<file path="src/rtl/act_pkg.sv">
package act_pkg;

  localparam int unsigned BlockBits = 128;
  localparam int unsigned Rounds = 10;
  localparam logic [7:0] GfReduce = 8'h87;
  localparam logic [7:0] PadByte = 8'h80;
  localparam logic [4:0] FullCount = 5'd16;

  typedef logic [BlockBits-1:0] blk_t;

  localparam logic [0:0] RegKeyHigh = 1'b0;
  localparam logic [0:0] RegKeyLow = 1'b1;

  // Commands from the controller to the datapath.
  typedef struct packed {
    logic load_key;     // round key 0 <- cipher key, round counter reset
    logic start_zero;   // begin encryption of the zero block
    logic start_msg;    // begin encryption of the prepared message block
    logic do_round;     // run one cipher round and advance the key schedule
    logic save_sub;     // store the derived subkeys
    logic save_chain;   // chain <- cipher state
    logic clear_chain;  // chain <- zero
  } act_cmd_t;

  typedef struct packed {
    logic last_round;   // the round now running is round ten
  } act_sts_t;

  localparam logic [7:0] Sbox [256] = '{
    8'h63,8'h7c,8'h77,8'h7b,8'hf2,8'h6b,8'h6f,8'hc5,8'h30,8'h01,8'h67,8'h2b,8'hfe,8'hd7,8'hab,8'h76,
    8'hca,8'h82,8'hc9,8'h7d,8'hfa,8'h59,8'h47,8'hf0,8'had,8'hd4,8'ha2,8'haf,8'h9c,8'ha4,8'h72,8'hc0,
    8'hb7,8'hfd,8'h93,8'h26,8'h36,8'h3f,8'hf7,8'hcc,8'h34,8'ha5,8'he5,8'hf1,8'h71,8'hd8,8'h31,8'h15,
    8'h04,8'hc7,8'h23,8'hc3,8'h18,8'h96,8'h05,8'h9a,8'h07,8'h12,8'h80,8'he2,8'heb,8'h27,8'hb2,8'h75,
    8'h09,8'h83,8'h2c,8'h1a,8'h1b,8'h6e,8'h5a,8'ha0,8'h52,8'h3b,8'hd6,8'hb3,8'h29,8'he3,8'h2f,8'h84,
    8'h53,8'hd1,8'h00,8'hed,8'h20,8'hfc,8'hb1,8'h5b,8'h6a,8'hcb,8'hbe,8'h39,8'h4a,8'h4c,8'h58,8'hcf,
    8'hd0,8'hef,8'haa,8'hfb,8'h43,8'h4d,8'h33,8'h85,8'h45,8'hf9,8'h02,8'h7f,8'h50,8'h3c,8'h9f,8'ha8,
    8'h51,8'ha3,8'h40,8'h8f,8'h92,8'h9d,8'h38,8'hf5,8'hbc,8'hb6,8'hda,8'h21,8'h10,8'hff,8'hf3,8'hd2,
    8'hcd,8'h0c,8'h13,8'hec,8'h5f,8'h97,8'h44,8'h17,8'hc4,8'ha7,8'h7e,8'h3d,8'h64,8'h5d,8'h19,8'h73,
    8'h60,8'h81,8'h4f,8'hdc,8'h22,8'h2a,8'h90,8'h88,8'h46,8'hee,8'hb8,8'h14,8'hde,8'h5e,8'h0b,8'hdb,
    8'he0,8'h32,8'h3a,8'h0a,8'h49,8'h06,8'h24,8'h5c,8'hc2,8'hd3,8'hac,8'h62,8'h91,8'h95,8'he4,8'h79,
    8'he7,8'hc8,8'h37,8'h6d,8'h8d,8'hd5,8'h4e,8'ha9,8'h6c,8'h56,8'hf4,8'hea,8'h65,8'h7a,8'hae,8'h08,
    8'hba,8'h78,8'h25,8'h2e,8'h1c,8'ha6,8'hb4,8'hc6,8'he8,8'hdd,8'h74,8'h1f,8'h4b,8'hbd,8'h8b,8'h8a,
    8'h70,8'h3e,8'hb5,8'h66,8'h48,8'h03,8'hf6,8'h0e,8'h61,8'h35,8'h57,8'hb9,8'h86,8'hc1,8'h1d,8'h9e,
    8'he1,8'hf8,8'h98,8'h11,8'h69,8'hd9,8'h8e,8'h94,8'h9b,8'h1e,8'h87,8'he9,8'hce,8'h55,8'h28,8'hdf,
    8'h8c,8'ha1,8'h89,8'h0d,8'hbf,8'he6,8'h42,8'h68,8'h41,8'h99,8'h2d,8'h0f,8'hb0,8'h54,8'hbb,8'h16
  };

  function automatic logic [7:0] xtime(input logic [7:0] b);
    xtime = {b[6:0], 1'b0} ^ (b[7] ? 8'h1b : 8'h00);
  endfunction

  function automatic logic [31:0] sub_word(input logic [31:0] w);
    sub_word = {Sbox[w[31:24]], Sbox[w[23:16]], Sbox[w[15:8]], Sbox[w[7:0]]};
  endfunction

  // One AES round without the key addition (the final round skips MixColumns); byte 0 is the top byte.
  function automatic blk_t aes_round(input blk_t s, input logic final_rnd);
    logic [7:0] sb [16];
    logic [7:0] t [16];
    logic [7:0] o [16];
    logic [7:0] al;
    blk_t r;
    for (int i = 0; i < 16; i++) begin
      sb[i] = Sbox[s[127-8*i -: 8]];
    end
    for (int c = 0; c < 4; c++) begin
      for (int i = 0; i < 4; i++) begin
        t[i+4*c] = sb[i + 4*((c+i)%4)];
      end
    end
    for (int c = 0; c < 4; c++) begin
      al = t[4*c] ^ t[4*c+1] ^ t[4*c+2] ^ t[4*c+3];
      o[4*c]   = t[4*c]   ^ al ^ xtime(t[4*c]   ^ t[4*c+1]);
      o[4*c+1] = t[4*c+1] ^ al ^ xtime(t[4*c+1] ^ t[4*c+2]);
      o[4*c+2] = t[4*c+2] ^ al ^ xtime(t[4*c+2] ^ t[4*c+3]);
      o[4*c+3] = t[4*c+3] ^ al ^ xtime(t[4*c+3] ^ t[4*c]);
    end
    for (int i = 0; i < 16; i++) begin
      r[127-8*i -: 8] = final_rnd ? t[i] : o[i];
    end
    aes_round = r;
  endfunction

  function automatic blk_t next_rkey(input blk_t k, input logic [7:0] rc);
    logic [31:0] w0, w1, w2, w3;
    w0 = k[127:96] ^ sub_word({k[23:0], k[31:24]}) ^ {rc, 24'h0};
    w1 = k[95:64] ^ w0;
    w2 = k[63:32] ^ w1;
    w3 = k[31:0] ^ w2;
    next_rkey = {w0, w1, w2, w3};
  endfunction

  function automatic blk_t gf_double(input blk_t v);
    gf_double = {v[126:0], 1'b0} ^ (v[127] ? {120'h0, GfReduce} : '0);
  endfunction

endpackage

</file>
<file path="src/rtl/act_ctrl.sv">
module act_ctrl (
  input  logic               clk,
  input  logic               rst_n,
  input  logic               key_written,
  input  logic               in_go,
  input  logic               last,
  input  logic               out_free,
  input  act_pkg::act_sts_t  sts,
  output act_pkg::act_cmd_t  cmd,
  output logic               in_ready,
  output logic               out_load
);
  import act_pkg::*;

  typedef enum logic [5:0] {
    S_IDLE  = 6'b000001,
    S_KEY   = 6'b000010,
    S_KRND  = 6'b000100,
    S_MSG   = 6'b001000,
    S_RND   = 6'b010000,
    S_DONE  = 6'b100000
  } state_t;

  state_t st_r, st_nxt;
  logic ready_keys_r, ready_keys_nxt;
  logic last_r, last_nxt;

  always_comb begin
    st_nxt = st_r;
    ready_keys_nxt = ready_keys_r;
    last_nxt = last_r;
    cmd = '0;
    in_ready = 1'b0;
    out_load = 1'b0;
    unique case (st_r)
      S_IDLE: begin
        in_ready = out_free;
        if (in_go) begin
          last_nxt = last;
          if (ready_keys_r) begin
            cmd.start_msg = 1'b1;
            st_nxt = S_RND;
          end else begin
            cmd.load_key = 1'b1;
            st_nxt = S_KEY;
          end
        end
      end
      S_KEY: begin
        cmd.start_zero = 1'b1;
        st_nxt = S_KRND;
      end
      S_KRND: begin
        cmd.do_round = 1'b1;
        if (sts.last_round) st_nxt = S_MSG;
      end
      S_MSG: begin
        cmd.save_sub = 1'b1;
        ready_keys_nxt = 1'b1;
        st_nxt = S_DONE;
      end
      S_DONE: begin
        cmd.start_msg = 1'b1;
        st_nxt = S_RND;
      end
      S_RND: begin
        cmd.do_round = 1'b1;
        if (sts.last_round) st_nxt = S_IDLE;
      end
      default: st_nxt = S_IDLE;
    endcase
    // Finishing a message block: a final block hands its tag to the output
    // and restarts the chain, any other block becomes the new chain value.
    if (st_r == S_RND && sts.last_round) begin
      out_load = last_r;
      cmd.clear_chain = last_r;
      cmd.save_chain = !last_r;
    end
    if (key_written) ready_keys_nxt = 1'b0;
  end

  always_ff @(posedge clk) begin
    if (!rst_n) begin
      st_r <= S_IDLE;
      ready_keys_r <= 1'b0;
      last_r <= 1'b0;
    end else begin
      st_r <= st_nxt;
      ready_keys_r <= ready_keys_nxt;
      last_r <= last_nxt;
    end
  end
endmodule

</file>
<file path="config.mk">
export PLATFORM = sky130hd
export DESIGN_NAME = act_ctrl
export DESIGN_NICKNAME = d
export VERILOG_FILES = /design/src/rtl/act_pkg.sv /design/src/rtl/act_ctrl.sv
export SDC_FILE = /design/constraint.sdc
export NUM_CORES = 1
export LEC_CHECK = 0
export ABC_CLOCK_PERIOD_IN_PS = 4900
export BUFFER_PORTS_ARGS = -buffer_cell sky130_fd_sc_hd__buf_2
export CAP_MARGIN = 20
export CORE_AREA = 2 2 39 41
export DETAILED_ROUTE_END_ITERATION = 10
export DIE_AREA = 0 0 41 43
export HOLD_SLACK_MARGIN = 0.06
export PLACE_DENSITY = 0.69
export SLEW_MARGIN = 5
export SYNTH_ARGS = -nofsm -noshare
export SYNTH_HDL_FRONTEND = slang
export SYNTH_SLANG_ARGS = --single-unit
</file>
<file path="constraint.sdc">
create_clock -name clk -period 4.9 [get_ports clk]
set_input_delay 0.98 -clock clk [delete_from_list [all_inputs] [get_ports clk]]
set_output_delay 0.98 -clock clk [all_outputs]
set_load 0.05 [all_outputs]
</file>
==> results of run 1 <==
[power groups by stage]
stage	Clock (mW)	Sequential, mW	Combinational (mW)
finish	0.0518	0.0708	0.0327
global route	0.0553	0.0713	0.0355
CTS	0.0532	0.0708	0.0326
detailed placement	0	0.0721	0.0322
global placement	0	0.0719	0.0316
floorplan	0	0.0710	0.0249
[worst max-delay path: stages, from the launching register on]
cell and delay [ns]:
dfxtp_1 0.38, nor4_1 0.76, nand3_1 0.19, nor2_1 0.13, buf_2 0.27
[path summary, 6_finish.rpt]
check,cells past startpoint,start,endpoint,slack [ns]
max,4,st_r[2],cmd[6],1.94
min,1,ready_keys_r,st_r[1],0.49
max reg2reg,3,st_r[0],st_r[4],3.06
min reg2reg,1,ready_keys_r,st_r[1],0.49
[cell usage after synthesis, types with 2 or more instances]
library cell	instances
o31ai_1	2
nand2_1	2
a31oi_1	2
nand2b_1	2
inv_1	4
nand4_1	2
nor3_1	3
nor2_1	3
or4_1	2
dfxtp_1	8
nor4_1	5
[per-stage QoR]
| step | hold slack [ns] | std cells | utilization | setup slack, ns |
|---|---|---|---|---|
| 4_1_cts | 0.493 | 84 | 0.395 | 1.96 |
| 6_report | 0.490 | 84 | 0.395 | 1.94 |
| 5_1_grt | 0.519 | 84 | 0.395 | 1.80 |
| 3_3_place_gp | 0.480 | 81 | 0.379 | 2.24 |
| 3_5_place_dp | 0.484 | 81 | 0.379 | 2.22 |
| 2_1_floorplan | 0.445 | 53 | - | 0.945 |
[kinds of logic (layout without fill, tap and decap cells)]
group	Yosys count	count (layout)	share of synthesized area
XOR/XNOR	2	2	0.0393
flip-flops	8	8	0.360
buffers and inverters	7	22	0.0702
AO/OA/AOI/OAI	9	9	0.152
AND/OR/NAND/NOR	27	27	0.379
[area by class of cell]
type / instances / area (um^2) / share of cell area
Multi-Input combinational cell: 38 / 254 / 0.465
Sequential cell: 8 / 160 / 0.293
Timing Repair Buffer: 15 / 75.1 / 0.137
Clock buffer: 3 / 22.5 / 0.0412
Tap cell: 16 / 20.0 / 0.0366
Inverter: 4 / 15.0 / 0.0275
[state kept, by name, summed over array words and instances (netlist names)]
register	flops
st_r	6
last_r	1
ready_keys_r	1
[metal layers]
metal	wire [um]	part of all wire
met3	83	0.076
met5	0	0
met4	38	0.035
met1	492	0.45
met2	471	0.43
==> metrics.md, run 1 <==
| Metric | Value |
|---|---|
| Clock Sinks | `8` |
| Run status | `finished clean` |
| # fillers | `roughly 150` |
| Fraction of registers with async set/reset | `0` |
| Power after layout | `~160 uW` |
| Detailed placement HPWL | `between 700 and 800 um` |
| Post-Syn Area | `around 450 um^2` |
| Placed Area | `around 520 um^2` |
| Commonest non-fill, non-tap cells in the layout | `buf_2 (15), dfxtp_1 (8), nor4_1 (5)` |
| IR drop worst, VDD | `~0.11 mV` |
| WL/cell | `12.9 um` |
| Slew of the pin with the lowest slew margin | `0.832 ns` |
| # rows | `14` |
| Clock power share | `0.333` |
| CP Capture Type | `output pin` |
| Finished Cell Area | `547 um^2` |
| Die X | `roughly 41 um` |
| Pint | `approximately 110 uW` |
| Ranking of synthesized cells by area | `dfxtp_1 (36%), nor4_1 (7.0%), nor3_1 (3.4%), inv_1 (3.4%), o31ai_1 (3.4%)` |
| Syn avg cell area | `8.40 um^2` |
| CP Max Fanout | `8` |
| Setup violations, final | `0` |
| Switch share | `0.314` |
| Sw Pwr | `approximately 49 uW` |
| N_diodes | `0` |
| Final #Nets | `77` |
| First-pass GRT wire length | `around 1700 um` |
| Clk_skew | `0.00616 ns` |
| Initial antenna violation count | `0` |
| Top-area cell type share of the netlist area | `0.360` |
| Residual DRC | `0` |
| TNS Setup | `0 ns` |
| Die height | `around 43 um` |
| Antenna Nets Post-Route | `0` |
| Post-CTS Hold Buffers | `0` |
| Critical path startpoint category | `flop` |
| Max Clk Rate | `about 0.34 GHz` |
| Flops & latches, synth | `8` |
| Tmin final | `2.96 ns` |
| Worst-Skew Late Latency | `0.26 ns` |
| Largest net degree at the start of global routing | `9` |
| Initial DRC count | `18` |
| Final max-slew violation count | `0` |
| Initial Util | `0.322` |
| Fraction of layout cells with a size suffix above 1 | `0.279` |
| Seq/Total Area, Yosys | `0.360` |
| CTS tree | `done` |
| Port bufs | `15` |
| CTS Buf Count | `3` |
| Met3 Track Usage GR | `0.0314` |
| Clock slew at reported path FFs | `roughly 0.06 ns` |
| Met1 usage | `0.192` |
| Final hold vios | `0` |
| Leading cell type in the layout, fill and taps excluded | `buf_2` |
| Leakage | `between 0.2 and 0.3 nW` |
| Sequential Power Share | `0.456` |
| Layout area overhead | `22.8%` |
| Max Root-Sink Buffers | `2` |
| Gate power share | `0.211` |
| CTS root buf | `clkbuf_4` |
| Syn nets | `60` |
| CP required | `around 3.9 ns` |
| Die area | `roughly 1800 um^2` |
| Fin crit share | `0.603` |
| Total congestion overflow | `0` |
| RSZ-0062 raised after global routing | `no` |
| Via Count | `~470` |
| PD cells | `~280 nW/um^2` |
| Global placement routability congestion | `0.777` |
| Final WL | `about 1100 um` |
| Ports | `16` |
| PostCTS Resize Cnt | `0` |
| Gr busiest metal | `met2` |
| Rel. slew slack | `0.440` |
| Core Area | `about 1400 um^2` |
| Post-Synthesis Cells | `53` |
| EDFF count, synth | `0` |
| Type of the worst min-delay path | `reg2reg` |
| H-tree levels | `1` |
| DR pass1 iterations | `4` |
| Setup CP Type | `reg2out` |
| Gr usage total | `0.146` |
| Synth area leader | `dfxtp_1` |
| Critical path arrival | `around 2 ns` |
| Vias in the first global route | `~420` |
| Met2 Track Usage GR | `0.203` |
| Synth Flop Type | `dfxtp_1` |
| Vias per Instance | `5.63` |
| Post-CTS Setup Bufs | `0` |
| Number of max-cap violations | `0` |
| Syn. warnings | `0` |
| Synth unique cells | `29` |
(Power assumes the default switching activity.)
==> run 2: changes to the inputs <==
--- a/config.mk
+++ b/config.mk
@@ -5,14 +5,15 @@
 export SDC_FILE = /design/constraint.sdc
 export NUM_CORES = 1
 export LEC_CHECK = 0
-export ABC_CLOCK_PERIOD_IN_PS = 4900
+export ABC_AREA = 1
+export ABC_CLOCK_PERIOD_IN_PS = 2600
 export BUFFER_PORTS_ARGS = -buffer_cell sky130_fd_sc_hd__buf_2
 export CAP_MARGIN = 20
 export CORE_AREA = 2 2 39 41
 export DETAILED_ROUTE_END_ITERATION = 10
 export DIE_AREA = 0 0 41 43
 export HOLD_SLACK_MARGIN = 0.06
-export PLACE_DENSITY = 0.69
+export PLACE_DENSITY = 0.72
 export SLEW_MARGIN = 5
 export SYNTH_ARGS = -nofsm -noshare
 export SYNTH_HDL_FRONTEND = slang
==> constraint.sdc (replaced) <==
create_clock -name clk -period 2.6 [get_ports clk]
set_input_delay 0.52 -clock clk [delete_from_list [all_inputs] [get_ports clk]]
set_output_delay 0.52 -clock clk [all_outputs]
set_load 0.05 [all_outputs]
==> run 2 against run 1 <==
Synthesized area grew 4.5%. Cell count grew 21%. Count of clock-buffer cells in the layout is the same. Largest cell class unchanged. Highest routed layer unchanged.
==> metrics.md, run 2 <==
| Metric | Value |
|---|---|
| Run status | `finished clean` |
| Worst path slowest cell | `dfxtp_1` |
| Clock slew at reported path FFs | `0.06 ns (about the same)` |
| Utilization after layout | `0.416 (+0.0208)` |
| Worst-Skew Late Latency | `0.26 ns (about the same)` |
| Syn. warnings | `0 (unchanged)` |
| Die area | `1760 um^2 (unchanged)` |
| RSZ-0062 raised after global routing | `no` |
| # rows | `14 (unchanged)` |
| Layout area overhead | `23.7%` |
| Global placement routability congestion | `0.794 (+2.2%)` |
| Top cells by instance count after synthesis | `nor2_1 (13), inv_1 (12), dfxtp_1 (8)` |
| Total congestion overflow | `0 (unchanged)` |
| Leading cell type in the layout, fill and taps excluded | `buf_2` |
| Power after layout | `301 uW (+94%)` |
| Max Root-Sink Buffers | `2 (unchanged)` |
| Core Area | `1380 um^2 (unchanged)` |
| PostCTS Resize Cnt | `0 (unchanged)` |
| CP Capture Type | `output pin` |
| Count leader, synth | `nor2_1` |
| Max Clk Rate | `roughly 0.52 GHz` |
| CP required | `2.08 ns (-1.84 ns)` |
| Fin crit share | `0.746` |
| CTS Buf Count | `3 (unchanged)` |
| Initial antenna violation count | `0 (unchanged)` |
| Syn avg cell area | `6.75 um^2 (-20%)` |
| IR drop worst, VDD | `0.279 mV (+150%)` |
| Top-area cell type share of the netlist area | `0.344 (-0.0155)` |
| Final hold vios | `0 (unchanged)` |
| Final worst slack | `0.659 ns (-1.28 ns)` |
| Ranking of synthesized cells by area | `dfxtp_1 (34%), nor2_1 (10%), inv_1 (9.7%), nand3_1 (7.5%), nand2_1 (5.6%)` |
| Post-placement worst setup slack | `0.929 ns (-1.29 ns)` |
| Seq/Total Area, Yosys | `0.344 (-0.0155)` |
| Port bufs | `15 (unchanged)` |
| Commonest non-fill, non-tap cells in the layout | `buf_2 (15), nor2_1 (13), inv_1 (12)` |
| Rel. slew slack | `0.829 (+0.389)` |
| Tmin final | `1.94 ns` |
| Post-CTS Hold Buffers | `0 (unchanged)` |
| Post-Syn Area | `465 um^2 (+4.5%)` |
| CP bufs+invs | `1 (unchanged)` |
| TNS Setup | `0 ns (unchanged)` |
| Vias per Instance | `4.62 (-18%)` |
| Final #Nets | `95 (+23%)` |
| Fraction of registers with async set/reset | `0 (unchanged)` |
| Largest stage delay on the critical path | `0.33 ns (-0.43 ns)` |
| DR pass1 iterations | `4 (unchanged)` |
| Clock Sinks | `8 (unchanged)` |
| Setup CP Type | `reg2out` |
| Final max-slew violation count | `0 (unchanged)` |
| Leakage | `0.334 nW (+26%)` |
| Type of the worst min-delay path | `in2reg` |
| Crit-path leading delay family | `simple AND/OR/NAND/NOR gates` |
| PD cells | `524 nW/um^2 (+84%)` |
| # fillers | `144 (-2.7%)` |
| H-tree levels | `1 (unchanged)` |
| Number of max-cap violations | `0 (unchanged)` |
| Clk_skew | `0.00414 ns (-0.00202 ns)` |
| Syn nets | `76 (+27%)` |
| Flops & latches, synth | `8 (unchanged)` |
| Residual DRC | `0 (unchanged)` |
| Initial Util | `0.336 (+0.0145)` |
| Vias in the first global route | `457 (+9.3%)` |
| Critical path arrival | `1.42 ns (-0.56 ns)` |
| Antenna Nets Post-Route | `0 (unchanged)` |
| Largest register by flop count | `st_r` |
| FF+latch area | `160 um^2 (unchanged)` |
| Setup violations, final | `0 (unchanged)` |
| CP Max Fanout | `7 (-1)` |
| Detailed placement HPWL | `756 um (-4.8%)` |
| Die height | `43 um (unchanged)` |
| Largest net degree at the start of global routing | `8 (-1)` |
| Top flop regs | `st_r x6, last_r x1, ready_keys_r x1` |
| Max FFs per register | `6 (unchanged)` |
| CTS tree | `done` |
| Ports | `16 (unchanged)` |
| First-pass GRT wire length | `1670 um (-2.9%)` |
| Die X | `41 um (unchanged)` |
| N_diodes | `0 (unchanged)` |
| Final WL | `958 um (-12%)` |
| CP cell instances | `nor2_2 -> nand4_1 -> nor2_1 -> buf_2` |
| WL/cell | `9.39 um (-27%)` |
| CTS root buf | `clkbuf_4` |
| Post-Synthesis Cells | `69 (+30%)` |
| Post-CTS Setup Bufs | `0 (unchanged)` |
| Area of the multi-input gates | `241 um^2 (-4.9%)` |
| Critical path startpoint category | `flop` |
| Initial DRC count | `19 (+1)` |
| Slew of the pin with the lowest slew margin | `0.256 ns (-0.576 ns)` |
| Synth unique cells | `18 (-38%)` |
| Via Count | `471 (-0.42%)` |
| Gr usage total | `0.138 (-0.00792)` |
| Fraction of layout cells with a size suffix above 1 | `0.314 (+0.0345)` |
| Synth Flop Type | `dfxtp_1` |
| EDFF count, synth | `0 (unchanged)` |
| Synth area leader | `dfxtp_1` |
[run 2: cells by family (layout without fill, tap and decap cells)]
family                 after synthesis  after routing  synth area share
AO/OA/AOI/OAI                        4              4            0.0484
buffers and inverters               16             33             0.137
flip-flops                           8              8             0.344
AND/OR/NAND/NOR                     41             41             0.470
[run 2: layer usage]
metal / track usage / vias up / share of wire
met3: 0.0471 / 2 / 0.050
met5: 0 / - / 0
met2: 0.209 / 12 / 0.47
li1: - / 253 / -
met1: 0.169 / 204 / 0.47
met4: 0.0600 / 0 / 0.011
[run 2: area by class of cell]
| cell class | count | share of cell area |
|---|---|---|
| multi-input combinational | 45 | 0.420 |
| sequential | 8 | 0.278 |
| timing repair buffer | 15 | 0.130 |
| inverter | 15 | 0.0978 |
| clock buffer | 3 | 0.0391 |
| tap | 16 | 0.0348 |
[run 2: path summary, 6_finish.rpt]
kind	from	end	slack [ns]	cells past startpoint
min	key_written	ready_keys_r	0.40	2
max reg2reg	st_r[0]	st_r[0]	1.48	6
max	st_r[0]	out_load	0.66	4
min reg2reg	ready_keys_r	st_r[1]	0.52	1
[run 2: stage by stage]
step                std cells  area, um^2  hold slack (ns)
global placement           99         553            0.503
global route              102         576            0.414
finish                    102         576            0.402
floorplan                  69         465            0.466
detailed placement         99         553            0.504
CTS                       102         576            0.407
[run 2: report_power, final]
| group | internal [mW] | total (mW) | switching [mW] |
|---|---|---|---|
| Combinational | 0.0197 | 0.0661 | 0.0464 |
| Sequential | 0.128 | 0.133 | 0.00510 |
| Clock | 0.0533 | 0.102 | 0.0486 |
| Total | 0.201 | 0.301 | 0.100 |
